`src/rtl/core/falu_pkg.sv`:
```
// Package: shared constants and opcode/status codes for the fixed-point ALU.
`timescale 1ns / 1ps
`default_nettype none
package falu_pkg;
	localparam int FRAC_BITS_DEF  = 8;
	localparam int DATA_WIDTH_DEF = 32;
	localparam int PORT_W         = 32;

	localparam logic [3:0] K_ADD = 4'd0;
	localparam logic [3:0] K_SUB = 4'd1;
	localparam logic [3:0] K_MUL = 4'd2;
	localparam logic [3:0] K_DIV = 4'd3;
	localparam logic [3:0] K_GT  = 4'd4;
	localparam logic [3:0] K_LT  = 4'd5;
	localparam logic [3:0] K_GE  = 4'd6;
	localparam logic [3:0] K_LE  = 4'd7;
	localparam logic [3:0] K_EQ  = 4'd8;
	localparam logic [3:0] K_NE  = 4'd9;
	localparam logic [3:0] K_NOT = 4'd10;
	localparam logic [3:0] K_INC = 4'd11;
	localparam logic [3:0] K_DEC = 4'd12;

	localparam logic [1:0] ST_OK   = 2'd0;
	localparam logic [1:0] ST_OVF  = 2'd1;
	localparam logic [1:0] ST_DIV0 = 2'd2;
endpackage
`default_nettype wire

```
`src/rtl/core/falu_back.sv`:
```
// Output stage: product rounding, quotient sign, range check, output register.
`timescale 1ns / 1ps
`default_nettype none
module falu_back import falu_pkg::*; #(
	parameter int DW = DATA_WIDTH_DEF,
	parameter int FB = FRAC_BITS_DEF,
	parameter int N  = DW + FB
) (
	input  wire logic                 clk,
	input  wire logic                 arst_n,
	input  wire logic                 en,
	input  wire logic                 vld_i,
	input  wire logic [3:0]           kind_i,
	input  wire logic [DW-1:0]        res_i,
	input  wire logic [1:0]           st_i,
	input  wire logic [2*DW-1:0]      prod_i,
	input  wire logic [N-1:0]         quo_i,
	input  wire logic                 neg_i,
	output logic                      vld_q,
	output logic [PORT_W-1:0]         res_q,
	output logic [1:0]                st_q
);
	localparam int W2 = 2 * DW + 1;
	localparam logic [W2-1:0] LIM_N = W2'(1) << (DW - 1);
	localparam logic [W2-1:0] LIM_P = LIM_N - W2'(1);
	localparam logic [W2-1:0] HALF  = W2'(1) << (FB - 1);

	logic [2*DW-1:0] pmag;
	logic [W2-1:0]   rnd, mag;
	logic            neg, fits;
	logic [DW-1:0]   mres, res;
	logic [1:0]      st;

	assign pmag = prod_i[2*DW-1] ? (~prod_i + (2*DW)'(1)) : prod_i;
	assign rnd  = {1'b0, pmag} + HALF;

	always_comb begin
		res = res_i;
		st  = st_i;
		if (kind_i == K_MUL) begin
			mag = rnd >> FB;
			neg = prod_i[2*DW-1];
		end else begin
			mag = W2'(quo_i);
			neg = neg_i;
		end
		fits = neg ? (mag <= LIM_N) : (mag <= LIM_P);
		mres = neg ? (~mag[DW-1:0] + DW'(1)) : mag[DW-1:0];
		if (kind_i == K_MUL || (kind_i == K_DIV && st_i == ST_OK)) begin
			if (fits) begin
				res = mres;
			end else begin
				res = '0;
				st  = ST_OVF;
			end
		end
	end

	always_ff @(posedge clk or negedge arst_n) begin
		if (!arst_n) vld_q <= 1'b0;
		else if (en) vld_q <= vld_i;
	end

	always_ff @(posedge clk) begin
		if (en) begin
			res_q <= PORT_W'(signed'(res));
			st_q  <= st;
		end
	end
endmodule
`default_nettype wire

```
`config.mk`:
```
export PLATFORM = sky130hd
export DESIGN_NAME = falu_back
export DESIGN_NICKNAME = d
export VERILOG_FILES = /design/src/rtl/core/falu_pkg.sv /design/src/rtl/core/falu_back.sv
export SDC_FILE = /design/constraint.sdc
export NUM_CORES = 1
export LEC_CHECK = 0
export BUFFER_PORTS_ARGS = -buffer_cell sky130_fd_sc_hd__buf_2
export CAP_MARGIN = 20
export CORE_MARGIN = 4
export CORE_UTILIZATION = 50
export DETAILED_ROUTE_END_ITERATION = 6
export MAX_ROUTING_LAYER = met4
export PLACE_DENSITY = 0.79
export REMOVE_ABC_BUFFERS = 1
export SYNTH_ARGS = -nofsm -noshare
export SYNTH_HDL_FRONTEND = slang
export SYNTH_SLANG_ARGS = --single-unit
```
`constraint.sdc`:
```
create_clock -name clk -period 0.8 [get_ports clk]
set_input_delay 0.24 -clock clk [delete_from_list [all_inputs] [get_ports clk]]
set_output_delay 0.24 -clock clk [all_outputs]
set_load 0.01 [all_outputs]
```
After elaboration in Yosys (flattened, before gate mapping)
Cells that the tools add are included.
{"block": "word_totals", "register_bits": 35, "input_bits": 147, "output_inout_bits": 35, "wordCells": 24}
{"block": "op_classes", "addsub": 3, "magnitude_cmp": 2, "eq_ne": 2, "n_mux": 9, "bitwise_logic": 2, "reduce_logical": 3}
{"op": "32-bit two-way mux", "count": 3}
{"op": "64-bit by 8-bit adder with 65-bit output (second input constant)", "count": 1}
{"op": "64-bit by 1-bit adder with 64-bit output (second input constant)", "count": 1}
{"op": "64-bit two-way mux", "count": 1}
{"op": "64-bit inverter", "count": 1}
{"op": "57-bit by 31-bit less-or-equal comparator with 1-bit output (second input constant)", "count": 1}
{"op": "57-bit by 32-bit less-or-equal comparator with 1-bit output (second input constant)", "count": 1}
{"op": "57-bit two-way mux", "count": 1}
{"op": "32-bit by 1-bit adder with 32-bit output (second input constant)", "count": 1}
{"op": "32-bit inverter", "count": 1}
{"op": "4-bit by 2-bit == test with 1-bit output (second input constant)", "count": 2}
{"op": "2-bit two-way mux", "count": 2}
{"op": "2-bit logical NOT", "count": 1}
{"op": "1-bit two-way mux", "count": 2}
{"op": "1-bit logical AND", "count": 1}
{"op": "1-bit logical OR", "count": 1}

Logic depth before layout (Yosys ltp)
Gate-level depths: netlist of run 1.
{"block": "logic_depth", "ltp_word": 10, "ltp_mapped": 26}

Worst setup path after synthesis of run 1
Ideal clock, no wire load.
{"block": "synth_timing", "path_type": "input -> register", "startpoint": "input port prod_i[63]", "endpoint": "register res_q[8] (data pin)", "setup_ns": 0.142, "arrival_time_ns": 6.200, "setup_slack_ns": -5.543, "cell_stages": 25, "path_buffers": 9, "cell_sequence": "clkbuf_1 > buf_1 > clkbuf_1 > clkbuf_1 > clkbuf_1 > clkbuf_1 > clkbuf_1 > nand2_1 > xnor2_1 > ha_1 > nand4b_1 > nor4_1 > a211oi_1 > or2_1 > buf_2 > nor4_4 > and4_1 > o31ai_1 > or4b_4 > or4_4 > o41a_1 > a21oi_2 > nand4_4 > buf_6 > o21ai_2"}
{"block": "synth_via", "elab_chain_cells": 9}
{"item": "from (decl)", "line_no": "falu_back.sv:16", "source": "input wire logic [2*DW-1:0] prod_i,"}
{"item": "64-bit inverter", "line_no": "falu_back.sv:34", "source": "assign pmag = prod_i[2*DW-1] ? (~prod_i + (2*DW)'(1)) : prod_i;"}
{"item": "64-bit by 1-bit adder with 64-bit output", "line_no": "falu_back.sv:34"}
{"item": "64-bit two-way mux", "line_no": "falu_back.sv:34"}
{"item": "64-bit by 8-bit adder with 65-bit output", "line_no": "falu_back.sv:35", "source": "assign rnd = {1'b0, pmag} + HALF;"}
{"item": "57-bit two-way mux", "line_no": "falu_back.sv:40", "source": "if (kind_i == K_MUL) begin"}
{"item": "57-bit by 31-bit less-or-equal comparator with 1-bit output / 57-bit by 32-bit less-or-equal comparator with 1-bit output (equally long branches)", "line_no": "falu_back.sv:47", "source": "fits = neg ? (mag <= LIM_N) : (mag <= LIM_P);"}
{"item": "1-bit two-way mux", "line_no": "falu_back.sv:47"}
{"item": "32-bit two-way mux (*)", "line_no": "falu_back.sv:50", "source": "if (fits) begin"}
{"item": "32-bit two-way mux (*)", "line_no": "falu_back.sv:49", "source": "if (kind_i == K_MUL || (kind_i == K_DIV && st_i == ST_OK)) begin"}
{"item": "named net res[8]", "line_no": "falu_back.sv:31", "source": "logic [DW-1:0] mres, res;"}
{"item": "to (signal assigned)", "line_no": "falu_back.sv:66", "source": "res_q <= PORT_W'(signed'(res));"}
{"item": "to (decl)", "line_no": "falu_back.sv:20", "source": "output logic [PORT_W-1:0] res_q,"}
The timed path passes the listed nets; every way through them passes the cells marked *.
A chain may end at the register's enable or synchronous reset.

Worst setup path after layout of run 1
{"block": "layout_timing", "startpoint": "input port prod_i[4]", "endpoint": "register res_q[11] (data pin)"}
{"block": "layout_via", "elab_chain_cells": 10}
{"item": "64-bit inverter", "line_no": "falu_back.sv:34"}
{"item": "64-bit by 1-bit adder with 64-bit output", "line_no": "falu_back.sv:34"}
{"item": "64-bit two-way mux (*)", "line_no": "falu_back.sv:34"}
{"item": "64-bit by 8-bit adder with 65-bit output (*)", "line_no": "falu_back.sv:35"}
{"item": "57-bit two-way mux (*)", "line_no": "falu_back.sv:40"}
{"item": "32-bit inverter", "line_no": "falu_back.sv:48", "source": "mres = neg ? (~mag[DW-1:0] + DW'(1)) : mag[DW-1:0];"}
{"item": "32-bit by 1-bit adder with 32-bit output", "line_no": "falu_back.sv:48"}
{"item": "32-bit two-way mux", "line_no": "falu_back.sv:48"}
{"item": "32-bit two-way mux (*)", "line_no": "falu_back.sv:50"}
{"item": "32-bit two-way mux (*)", "line_no": "falu_back.sv:49"}
{"item": "named net res[11]", "line_no": "falu_back.sv:31"}
Marks and branches as above.

==> flow_metrics.env, run 1 <==
export IMPL_setup_tns_ns=-150.84
export IMPL_clkPwrFrac_pct=27.0
export IMPL_synth_ff_type="edfxtp_1"
export IMPL_dieArea_mm2=0.0155
export IMPL_syn_avg_cell_area_um2=7.36
export IMPL_hpwl_um=21900
export IMPL_ir_drop_uv=818
export IMPL_die_width_um=124
export IMPL_clk_pin_slew_worst_paths_ns=0.05
export IMPL_setup_viol=69
export IMPL_r2r_setup_slack_ns=0.06
export IMPL_layout_setup_ws_ns=-4.24
export IMPL_p_leak_uw=0.00465
export IMPL_avgViaCountPerCell=6.03
export IMPL_overflow=0
export IMPL_antennaDiodeCount=0
export IMPL_p_per_area_mw_per_mm2=893
export IMPL_holdCritStartpoint="vld_i"
export IMPL_grt_max_degree=33
export IMPL_sw_frac_of_total_pct=34.5
export IMPL_io_buffers=181
export IMPL_cp_start_kind="input pin"
export IMPL_netlist_instances=922
export IMPL_antenna_found_initial=0
export IMPL_r2r_cells=1
export IMPL_yosys_register_bits=35
export IMPL_die_height_um=124
export IMPL_synthArstFlopShare_pct=2.86
export IMPL_cp_max_fo=8
export IMPL_fin_worst_skew_ns=0
export IMPL_synth_edf_count=34
export IMPL_yosys_warnings=0
export IMPL_min_period_ns=5.04
export IMPL_ios=182
export IMPL_rr_startpoint="vld_q"
export IMPL_clock_path_buffers=2
export IMPL_worstMarginPinSlew_ns=0.614
export IMPL_cts_sinks=35
export IMPL_cts_tree="built"
export IMPL_first_pass_iters=7
export IMPL_clk_latency_ns=0.29
export IMPL_syn_cell_area_mm2=0.00678
export IMPL_p_switching_uw=3340
export IMPL_gp_congestion=1.01
export IMPL_initial_core_util_pct=51.2
export IMPL_drt_initial_drc_count=976
export IMPL_path_class="input pin to register"
export IMPL_ant_nets=0
export IMPL_fin_nets=1575
export IMPL_crit_path_end_kind="register"
export IMPL_critPathRequiredTime_ns=0.93
export IMPL_p_int_uw=6340
export IMPL_yosysSeqAreaShare_pct=15.4
export IMPL_slew_headroom_pct=58.5
export IMPL_cts_root_buf="clkbuf_16"
export IMPL_drive_gt1_share_pct=45.2
export IMPL_drv_cap=0
export IMPL_cts_buffers=5
export IMPL_routed_wl_um=28600
export IMPL_status="finished, violations left"
export IMPL_rsz0062_at_grt="yes"
export IMPL_holdPathEnd="vld_q"
export IMPL_drv_slew=0
export IMPL_pwr_share_seq_pct=23.1
export IMPL_gr_usage_all_layers_pct=34.3
export IMPL_hp_class="input pin to register"
export IMPL_via_count=9655
export IMPL_finalHoldViolations=0
export IMPL_synth_distinct_cells=79
export IMPL_wl_per_cell_um=17.8
export IMPL_violations="design-rule violations, negative setup slack"
export IMPL_fin_crit_sh_pct=630
export IMPL_power_total_uw=9680
export IMPL_grt_pass1_wl_um=43800
export IMPL_arrival_ns=5.17
export IMPL_power_frac_comb_pct=50.0
export IMPL_htree_levels=2
export IMPL_grt_pass1_vias=8824
export IMPL_coreArea_mm2=0.0132
export IMPL_hold_depth=2
export IMPL_num_rows=42
export IMPL_post_route_drc_count=3
export IMPL_syn_to_final_growth_pct=59.7
export IMPL_timing_rr_end="vld_q"
export IMPL_fmax_ghz=0.198
==> area by class of cell <==
class / instances / area [um2]
Sequential cell: 35 / 1050
Multi-Input combinational cell: 814 / 5520
Fill cell: 924 / 2410
Clock inverter: 3 / 67.6
Timing Repair Buffer: 558 / 3810
Tap cell: 176 / 220
Clock buffer: 5 / 125
Inverter: 11 / 41.3
==> cell usage after synthesis (all sizes together), types with 10 or more instances <==
cell type    n  area share (%)
a21oi       28             2.1
a31oi       20             1.8
and2        13             1.2
and3        10            0.92
buf         16             1.6
clkbuf      46             2.6
edfxtp      34              15
inv         11            0.61
mux2i       12             1.8
nand2      100             5.5
nand3       35             2.6
nand4       26             2.7
nand4b      10             1.3
nor2        67             3.7
nor3        44             3.2
nor4        29             3.4
o21ai       74             7.1
o31ai       23             2.5
o41ai       25             3.3
or3         37             3.4
or4         21             2.5
xnor2       59             7.6
xor2        49             6.3
==> power by group through the flow <==
| stage | combinational (uW) | sequential, uW | clock (uW) |
|---|---|---|---|
| after floorplan | 1890 | 2360 | 0 |
| after global placement | 4460 | 2260 | 0 |
| after detailed placement | 4580 | 2260 | 0 |
| after CTS | 4650 | 2230 | 2530 |
| after global routing | 5200 | 2250 | 2660 |
| final | 4830 | 2230 | 2610 |
==> state kept, by name, indices dropped and copies added, names as in the netlist <==
register and flops:
res_q 32, st_q 2, vld_q 1
==> what timing repair did <==
action | in CTS | in global routing
hold buffers | 1 | 0
resized for setup | 7 | 18
pin swaps | 4 | 6
setup endpoints to repair | 69 | 69
buffers inserted | 2 | 1
gates cloned | 0 | 3
endpoints found under the hold margin | 1 | 0
==> worst max-delay path: stages <==
cell and delay (ns):
buf_6 0.09, or4_4 0.52, or3_4 0.36, nand2_4 0.09
xnor2_2 0.11, ha_2 0.20, buf_4 0.12, and4_1 0.18
a211oi_1 0.06, or2_4 0.29, buf_4 0.16, or4_1 0.58
a31oi_4 0.23, nand4b_1 0.19, nand4b_1 0.27, nand3b_1 0.27
o41a_1 0.42, a21oi_2 0.18, nand4_4 0.21, buf_12 0.24
o21ai_2 0.17
==> worst max path at each step <==
stage | from | end | slack, ns | cells past startpoint
4_1_cts | prod_i[4] | res_q[31] | -4.16 | 20
3_5_place_dp | prod_i[4] | res_q[1] | -4.57 | 20
5_1_grt | prod_i[0] | res_q[29] | -4.38 | 21
2_1_floorplan | prod_i[4] | res_q[1] | -4.87 | 18
6_report | prod_i[4] | res_q[11] | -4.24 | 21
3_3_place_gp | prod_i[4] | res_q[1] | -4.45 | 20
==> cells by family (layout without fill, tap and decap cells) <==
kind of cell | after synthesis | count (layout) | share of synthesized area, %
AND/OR/NAND/NOR | 445 | 445 | 36.5
AO/OA/AOI/OAI | 241 | 241 | 26.2
XOR/XNOR | 108 | 108 | 13.9
buffers and inverters | 73 | 577 | 4.76
flip-flops | 35 | 35 | 15.4
multiplexers | 17 | 17 | 2.60
adder cells (fa/ha/maj) | 3 | 3 | 0.553
==> cells in the final DEF (no fill, tap or decap), types with 7 or more instances in the layout <==
cell type,synthesis,layout
buf_4,0,371
buf_2,8,180
nand2_1,100,99
nor2_1,67,66
xnor2_1,59,58
xor2_1,49,49
nor3_1,44,43
o21ai_0,44,42
or3_1,37,35
nand3_1,35,35
edfxtp_1,34,34
o21ai_2,30,29
a21oi_1,27,27
o41ai_1,24,24
nand4_1,24,24
nor4_1,23,22
o31ai_1,23,22
a31oi_1,20,19
or4_1,17,16
and2_1,13,13
mux2i_1,12,12
inv_1,11,11
and3_1,10,10
nand4b_1,10,10
and4_1,9,9
nand3b_1,8,8
a211oi_1,7,7
nor3b_1,7,7
nand2b_1,7,7
clkbuf_16,0,7
==> metrics by stage <==
step | std cells | setup WS, ns | instance area [um2] | utilization (%) | hold WS, ns
after floorplan | 860 | -4.87 | 6500 | - | -0.0556
after global placement | 1587 | -4.45 | 10400 | 78.8 | 0.0150
after detailed placement | 1587 | -4.57 | 10400 | 78.8 | 0.0163
after CTS | 1598 | -4.16 | 10700 | 80.6 | 0.198
after global routing | 1602 | -4.38 | 10800 | 81.8 | 0.205
final | 1602 | -4.24 | 10800 | 81.8 | 0.194
==> routing by layer <==
layer / vias to the layer above / part of all wire, % / wire length, um / track usage [%]
met5: - / 0 / 0 / -
met4: 0 / 4.4 / 1270 / 12.7
met3: 101 / 9.5 / 2730 / 4.03
met2: 606 / 46 / 13200 / 54.8
met1: 4392 / 40 / 11400 / 44.9
li1: 4556 / - / - / -
No activity file was read; power rests on OpenSTA's default activity.
==> inputs of run 2 (changes only) <==
--- a/config.mk
+++ b/config.mk
@@ -5,13 +5,14 @@
 export SDC_FILE = /design/constraint.sdc
 export NUM_CORES = 1
 export LEC_CHECK = 0
+export ABC_AREA = 1
 export BUFFER_PORTS_ARGS = -buffer_cell sky130_fd_sc_hd__buf_2
 export CAP_MARGIN = 20
-export CORE_MARGIN = 4
-export CORE_UTILIZATION = 50
+export CORE_UTILIZATION = 52
 export DETAILED_ROUTE_END_ITERATION = 6
+export HOLD_SLACK_MARGIN = 0.12
 export MAX_ROUTING_LAYER = met4
-export PLACE_DENSITY = 0.79
+export PLACE_DENSITY = 0.78
 export REMOVE_ABC_BUFFERS = 1
 export SYNTH_ARGS = -nofsm -noshare
 export SYNTH_HDL_FRONTEND = slang
==> run 2 against run 1 <==
- the run now fails in global routing
- area after synthesis increased by 32%
- synthesized cell count up 95%
==> flow_metrics.env, run 2 <==
export IMPL_status="aborted with a tool error"
export IMPL_haltStage="global routing"
export IMPL_error="[ERROR GRT-0116] Global routing finished with congestion. Check the congestion regions in the DRC Viewer."
export IMPL_cts_buffers=5
export IMPL_die_height_um=133
export IMPL_io_buffers=181
export IMPL_hpwl_um=32300
export IMPL_syn_cell_area_mm2=0.00894
export IMPL_clock_path_buffers=2
export IMPL_dpl_cell_area_mm2=0.0129
export IMPL_yosysSeqAreaShare_pct=11.7
export IMPL_ys_top_cells_by_count="nand2_1 (740), nor2_1 (297), nand3_1 (225)"
export IMPL_htree_levels=2
export IMPL_gr_usage_all_layers_pct=77.8
export IMPL_yosys_register_bits=35
export IMPL_synth_distinct_cells=45
export IMPL_yosys_area_top_type="nand2_1"
export IMPL_num_rows=47
export IMPL_cts_sinks=35
export IMPL_die_width_um=133
export IMPL_overflow=1
export IMPL_ios=182
export IMPL_placedCellCount=2552
export IMPL_grt_pass1_wl_um=101000
export IMPL_cts_root_buf="clkbuf_16"
export IMPL_grt_max_degree=75
export IMPL_synth_top_area_share_pct=31.1
export IMPL_synth_area_leaders="nand2_1 (31%), nand3_1 (13%), nor2_1 (12%)"
export IMPL_gp_congestion=1.13
export IMPL_initial_core_util_pct=53.5
export IMPL_grt_pass1_vias=17500
export IMPL_synth_edf_count=34
export IMPL_syn_avg_cell_area_um2=4.97
export IMPL_yosys_warnings=0
export IMPL_synth_ff_type="edfxtp_1"
export IMPL_netlist_instances=1800
export IMPL_synthArstFlopShare_pct=2.86
export IMPL_yosysMostFrequentCell="nand2_1"
==> run 2: changes by cell type after synthesis, moves of 37 or more <==
cell / previous run / this run
nor2_1: 67 / 297
nor3_1: 44 / 6
nand3_1: 35 / 225
xnor2_1: 59 / 1
xor2_1: 49 / 10
inv_1: 11 / 196
nand2_1: 100 / 740
or3_1: 37 / 0
==> run 2: cells by family after synthesis <==
kind of cell	count (synthesis)	share of synthesized area [%]
simple gates	1420	69.3
xor+xnor	11	1.08
mux	1	0.126
buf+inv	242	10.8
fa+ha+maj	3	0.420
compound gates	88	6.55
flops	35	11.7
==> run 2: what timing repair did <==
action | 4_1_cts
resized for setup | 287
endpoints found under the hold margin | 1
setup buffers | 50
pin swaps | 74
cloned | 4
setup endpoints to repair | 69
hold buffers | 1
==> run 2: routing by layer <==
metal | GRT overflow | GRT usage (%)
met3 | 1 | 59.4
met2 | 0 | 94.4
met4 | 0 | 71.6
met5 | - | -
met1 | 0 | 78.0
==> run 2: through the flow <==
step | worst slack, ns | hold slack, ns
3_3_place_gp | -3.03 | 0.0138
3_5_place_dp | -3.22 | 0.0158
4_1_cts | -2.50 | 0.201
2_1_floorplan | -6.23 | -0.0556
==> inputs of run 3 (changes only) <==
--- a/config.mk
+++ b/config.mk
@@ -8,11 +8,9 @@
 export ABC_AREA = 1
 export BUFFER_PORTS_ARGS = -buffer_cell sky130_fd_sc_hd__buf_2
 export CAP_MARGIN = 20
-export CORE_UTILIZATION = 52
+export CORE_UTILIZATION = 40
 export DETAILED_ROUTE_END_ITERATION = 6
-export HOLD_SLACK_MARGIN = 0.12
-export MAX_ROUTING_LAYER = met4
-export PLACE_DENSITY = 0.78
+export PLACE_DENSITY_LB_ADDON = 0.15
 export REMOVE_ABC_BUFFERS = 1
 export SYNTH_ARGS = -nofsm -noshare
 export SYNTH_HDL_FRONTEND = slang
==> constraint.sdc (replaced) <==
create_clock -name clk -period 1.05 [get_ports clk]
set_input_delay 0.315 -clock clk [delete_from_list [all_inputs] [get_ports clk]]
set_output_delay 0.315 -clock clk [all_outputs]
set_load 0.01 [all_outputs]
==> run 3 against run 2 <==
- the flow now finishes, with violations (negative setup slack)
- synthesized cell count did not move
- area after synthesis did not move
==> flow_metrics.env, run 3 <==
export IMPL_status="finished, violations left"
export IMPL_violations="negative setup slack"
export IMPL_min_period_ns=3.54
export IMPL_ios=182
export IMPL_routed_wl_um=41500
export IMPL_fin_crit_sh_pct=338
export IMPL_antennaDiodeCount=0
export IMPL_cpPeakStageDelay_ns=0.29
export IMPL_p_leak_uw=0.00790
export IMPL_syn_to_final_growth_pct=72.0
export IMPL_die_height_um=152
export IMPL_clock_path_buffers=2
export IMPL_cts_sinks=35
export IMPL_yosys_area_top_type="nand2_1"
export IMPL_layout_setup_ws_ns=-2.49
export IMPL_overflow=0
export IMPL_synth_ff_type="edfxtp_1"
export IMPL_synth_distinct_cells=45
export IMPL_via_count=13800
export IMPL_htree_levels=2
export IMPL_syn_avg_cell_area_um2=4.97
export IMPL_num_rows=54
export IMPL_hp_class="input pin to register"
export IMPL_synth_edf_count=34
export IMPL_ir_drop_uv=1050
export IMPL_yosysMostFrequentCell="nand2_1"
export IMPL_post_route_drc_count=0
export IMPL_drive_gt1_share_pct=45.9
export IMPL_die_width_um=152
export IMPL_largest_register="res_q"
export IMPL_initial_core_util_pct=40.8
export IMPL_ys_top_cells_by_count="nand2_1 (740), nor2_1 (297), nand3_1 (225)"
export IMPL_first_pass_iters=5
export IMPL_fin_nets=2578
export IMPL_wl_per_cell_um=15.3
export IMPL_cp_slowest_cell="nand4_1"
export IMPL_yosysSeqAreaShare_pct=11.7
export IMPL_yosys_register_bits=35
export IMPL_antenna_found_initial=0
export IMPL_netlist_instances=1800
export IMPL_gp_congestion=0.989
export IMPL_critPathRequiredTime_ns=1.09
export IMPL_grt_max_degree=66
export IMPL_dieArea_mm2=0.0230
export IMPL_worstMarginPinSlew_ns=0.405
export IMPL_setup_tns_ns=-85.38
export IMPL_cpMostUsedCell="nand2_1"
export IMPL_slew_headroom_pct=73.0
export IMPL_pre_cts_ws_ns=-3.10
export IMPL_clk_latency_ns=0.29
export IMPL_cts_tree="built"
export IMPL_cp_max_fo=7
export IMPL_syn_cell_area_mm2=0.00894
export IMPL_fin_worst_skew_ns=0
export IMPL_coreArea_mm2=0.0219
export IMPL_grt_pass1_wl_um=63100
export IMPL_cts_root_buf="clkbuf_16"
export IMPL_gr_usage_all_layers_pct=35.2
export IMPL_rsz0062_at_grt="yes"
export IMPL_synth_area_leaders="nand2_1 (31%), nand3_1 (13%), nor2_1 (12%)"
export IMPL_arrival_ns=3.59
export IMPL_reg_top3="res_q x32, st_q x2, vld_q x1"
export IMPL_grt_pass1_vias=12900
export IMPL_clk_pin_slew_worst_paths_ns=0.06
export IMPL_avgViaCountPerCell=5.08
export IMPL_setup_viol=69
export IMPL_io_buffers=181
export IMPL_hpwl_um=33300
export IMPL_ant_nets=0
export IMPL_drv_slew=0
export IMPL_drt_initial_drc_count=875
export IMPL_finalHoldViolations=0
export IMPL_drv_cap=0
export IMPL_cp_start_kind="input pin"
export IMPL_synth_top_area_share_pct=31.1
export IMPL_crit_buf_inv=8
export IMPL_largest_reg_flops=32
export IMPL_fmax_ghz=0.282
export IMPL_yosys_warnings=0
export IMPL_path_class="input pin to register"
export IMPL_p_per_area_mw_per_mm2=547
export IMPL_cts_buffers=5
export IMPL_synthArstFlopShare_pct=2.86
export IMPL_crit_path_end_kind="register"
export IMPL_final_common_cell="nand2_1"
export IMPL_most_common_layout_cells="nand2_1 (607), buf_4 (448), nand3_1 (189), inv_1 (187), nor2_1 (181)"
export IMPL_crit_family="simple AND/OR/NAND/NOR gates"
## run 3: cell counts after synthesis
Identical to the previous run, type by type.
## run 3: cells by family (layout without fill, tap and decap cells)
| kind of cell | after synthesis | count (layout) | share of synthesized area, % |
|---|---|---|---|
| AO/OA/AOI/OAI | 88 | 88 | 6.55 |
| XOR/XNOR | 11 | 11 | 1.08 |
| adder cells (fa/ha/maj) | 3 | 3 | 0.420 |
| buffers and inverters | 242 | 870 | 10.8 |
| flip-flops | 35 | 35 | 11.7 |
| multiplexers | 1 | 1 | 0.126 |
| AND/OR/NAND/NOR | 1420 | 1421 | 69.3 |
## run 3: where the power goes
part           internal, uW  switching (uW)
clock network          1120             611
registers              1680            29.1
logic                  2200            2780
## run 3: layout make-up
class                           count  area [um2]
Clock buffer                        5         125
Clock inverter                      3        43.8
Fill cell                        2040        6510
Inverter                          204         771
Multi-Input combinational cell   1524        8320
Sequential cell                    35        1050
Tap cell                          280         350
Timing Repair Buffer              658        4720
## run 3: metal layers
layer	global-route usage, %	up-vias	share of wire (%)
met3	1.98	135	4.6
met2	65.5	522	50
met1	40.5	6175	40
met4	17.4	0	5.8
li1	-	6929	-
met5	0	-	0
## run 3: timing repair
action / 4_1_cts / 5_1_grt
pin swaps: 129 / 98
gates resized for setup: 262 / 190
hold buffers: 1 / 0
gates cloned: 2 / 0
hold endpoints to repair: 1 / 0
buffers inserted: 40 / 27
setup endpoints to repair: 69 / 69
## run 3: per-stage QoR
stage          power, uW  hold slack, ns  utilization (%)  instance area (um2)  instances
2_1_floorplan       3610          0.0194                -                 8740       1762
3_3_place_gp        5870          0.0897             60.0                13100       2633
3_5_place_dp        5920          0.0904             60.0                13100       2633
4_1_cts             8040           0.263             66.3                14500       2682
5_1_grt             8910           0.283             70.3                15400       2709
6_report            8420           0.263             70.3                15400       2709
## run 3: path summary, 6_finish.rpt
check	from	to	slack (ns)	depth (start not counted)
max	prod_i[3]	res_q[21]	-2.49	28
min	vld_i	vld_q	0.26	2
max reg2reg	vld_q	vld_q	0.31	1
min reg2reg	vld_q	vld_q	0.51	1
max in group asynchronous	arst_n	vld_q	0.63	2
min in group asynchronous	arst_n	vld_q	0.33	2
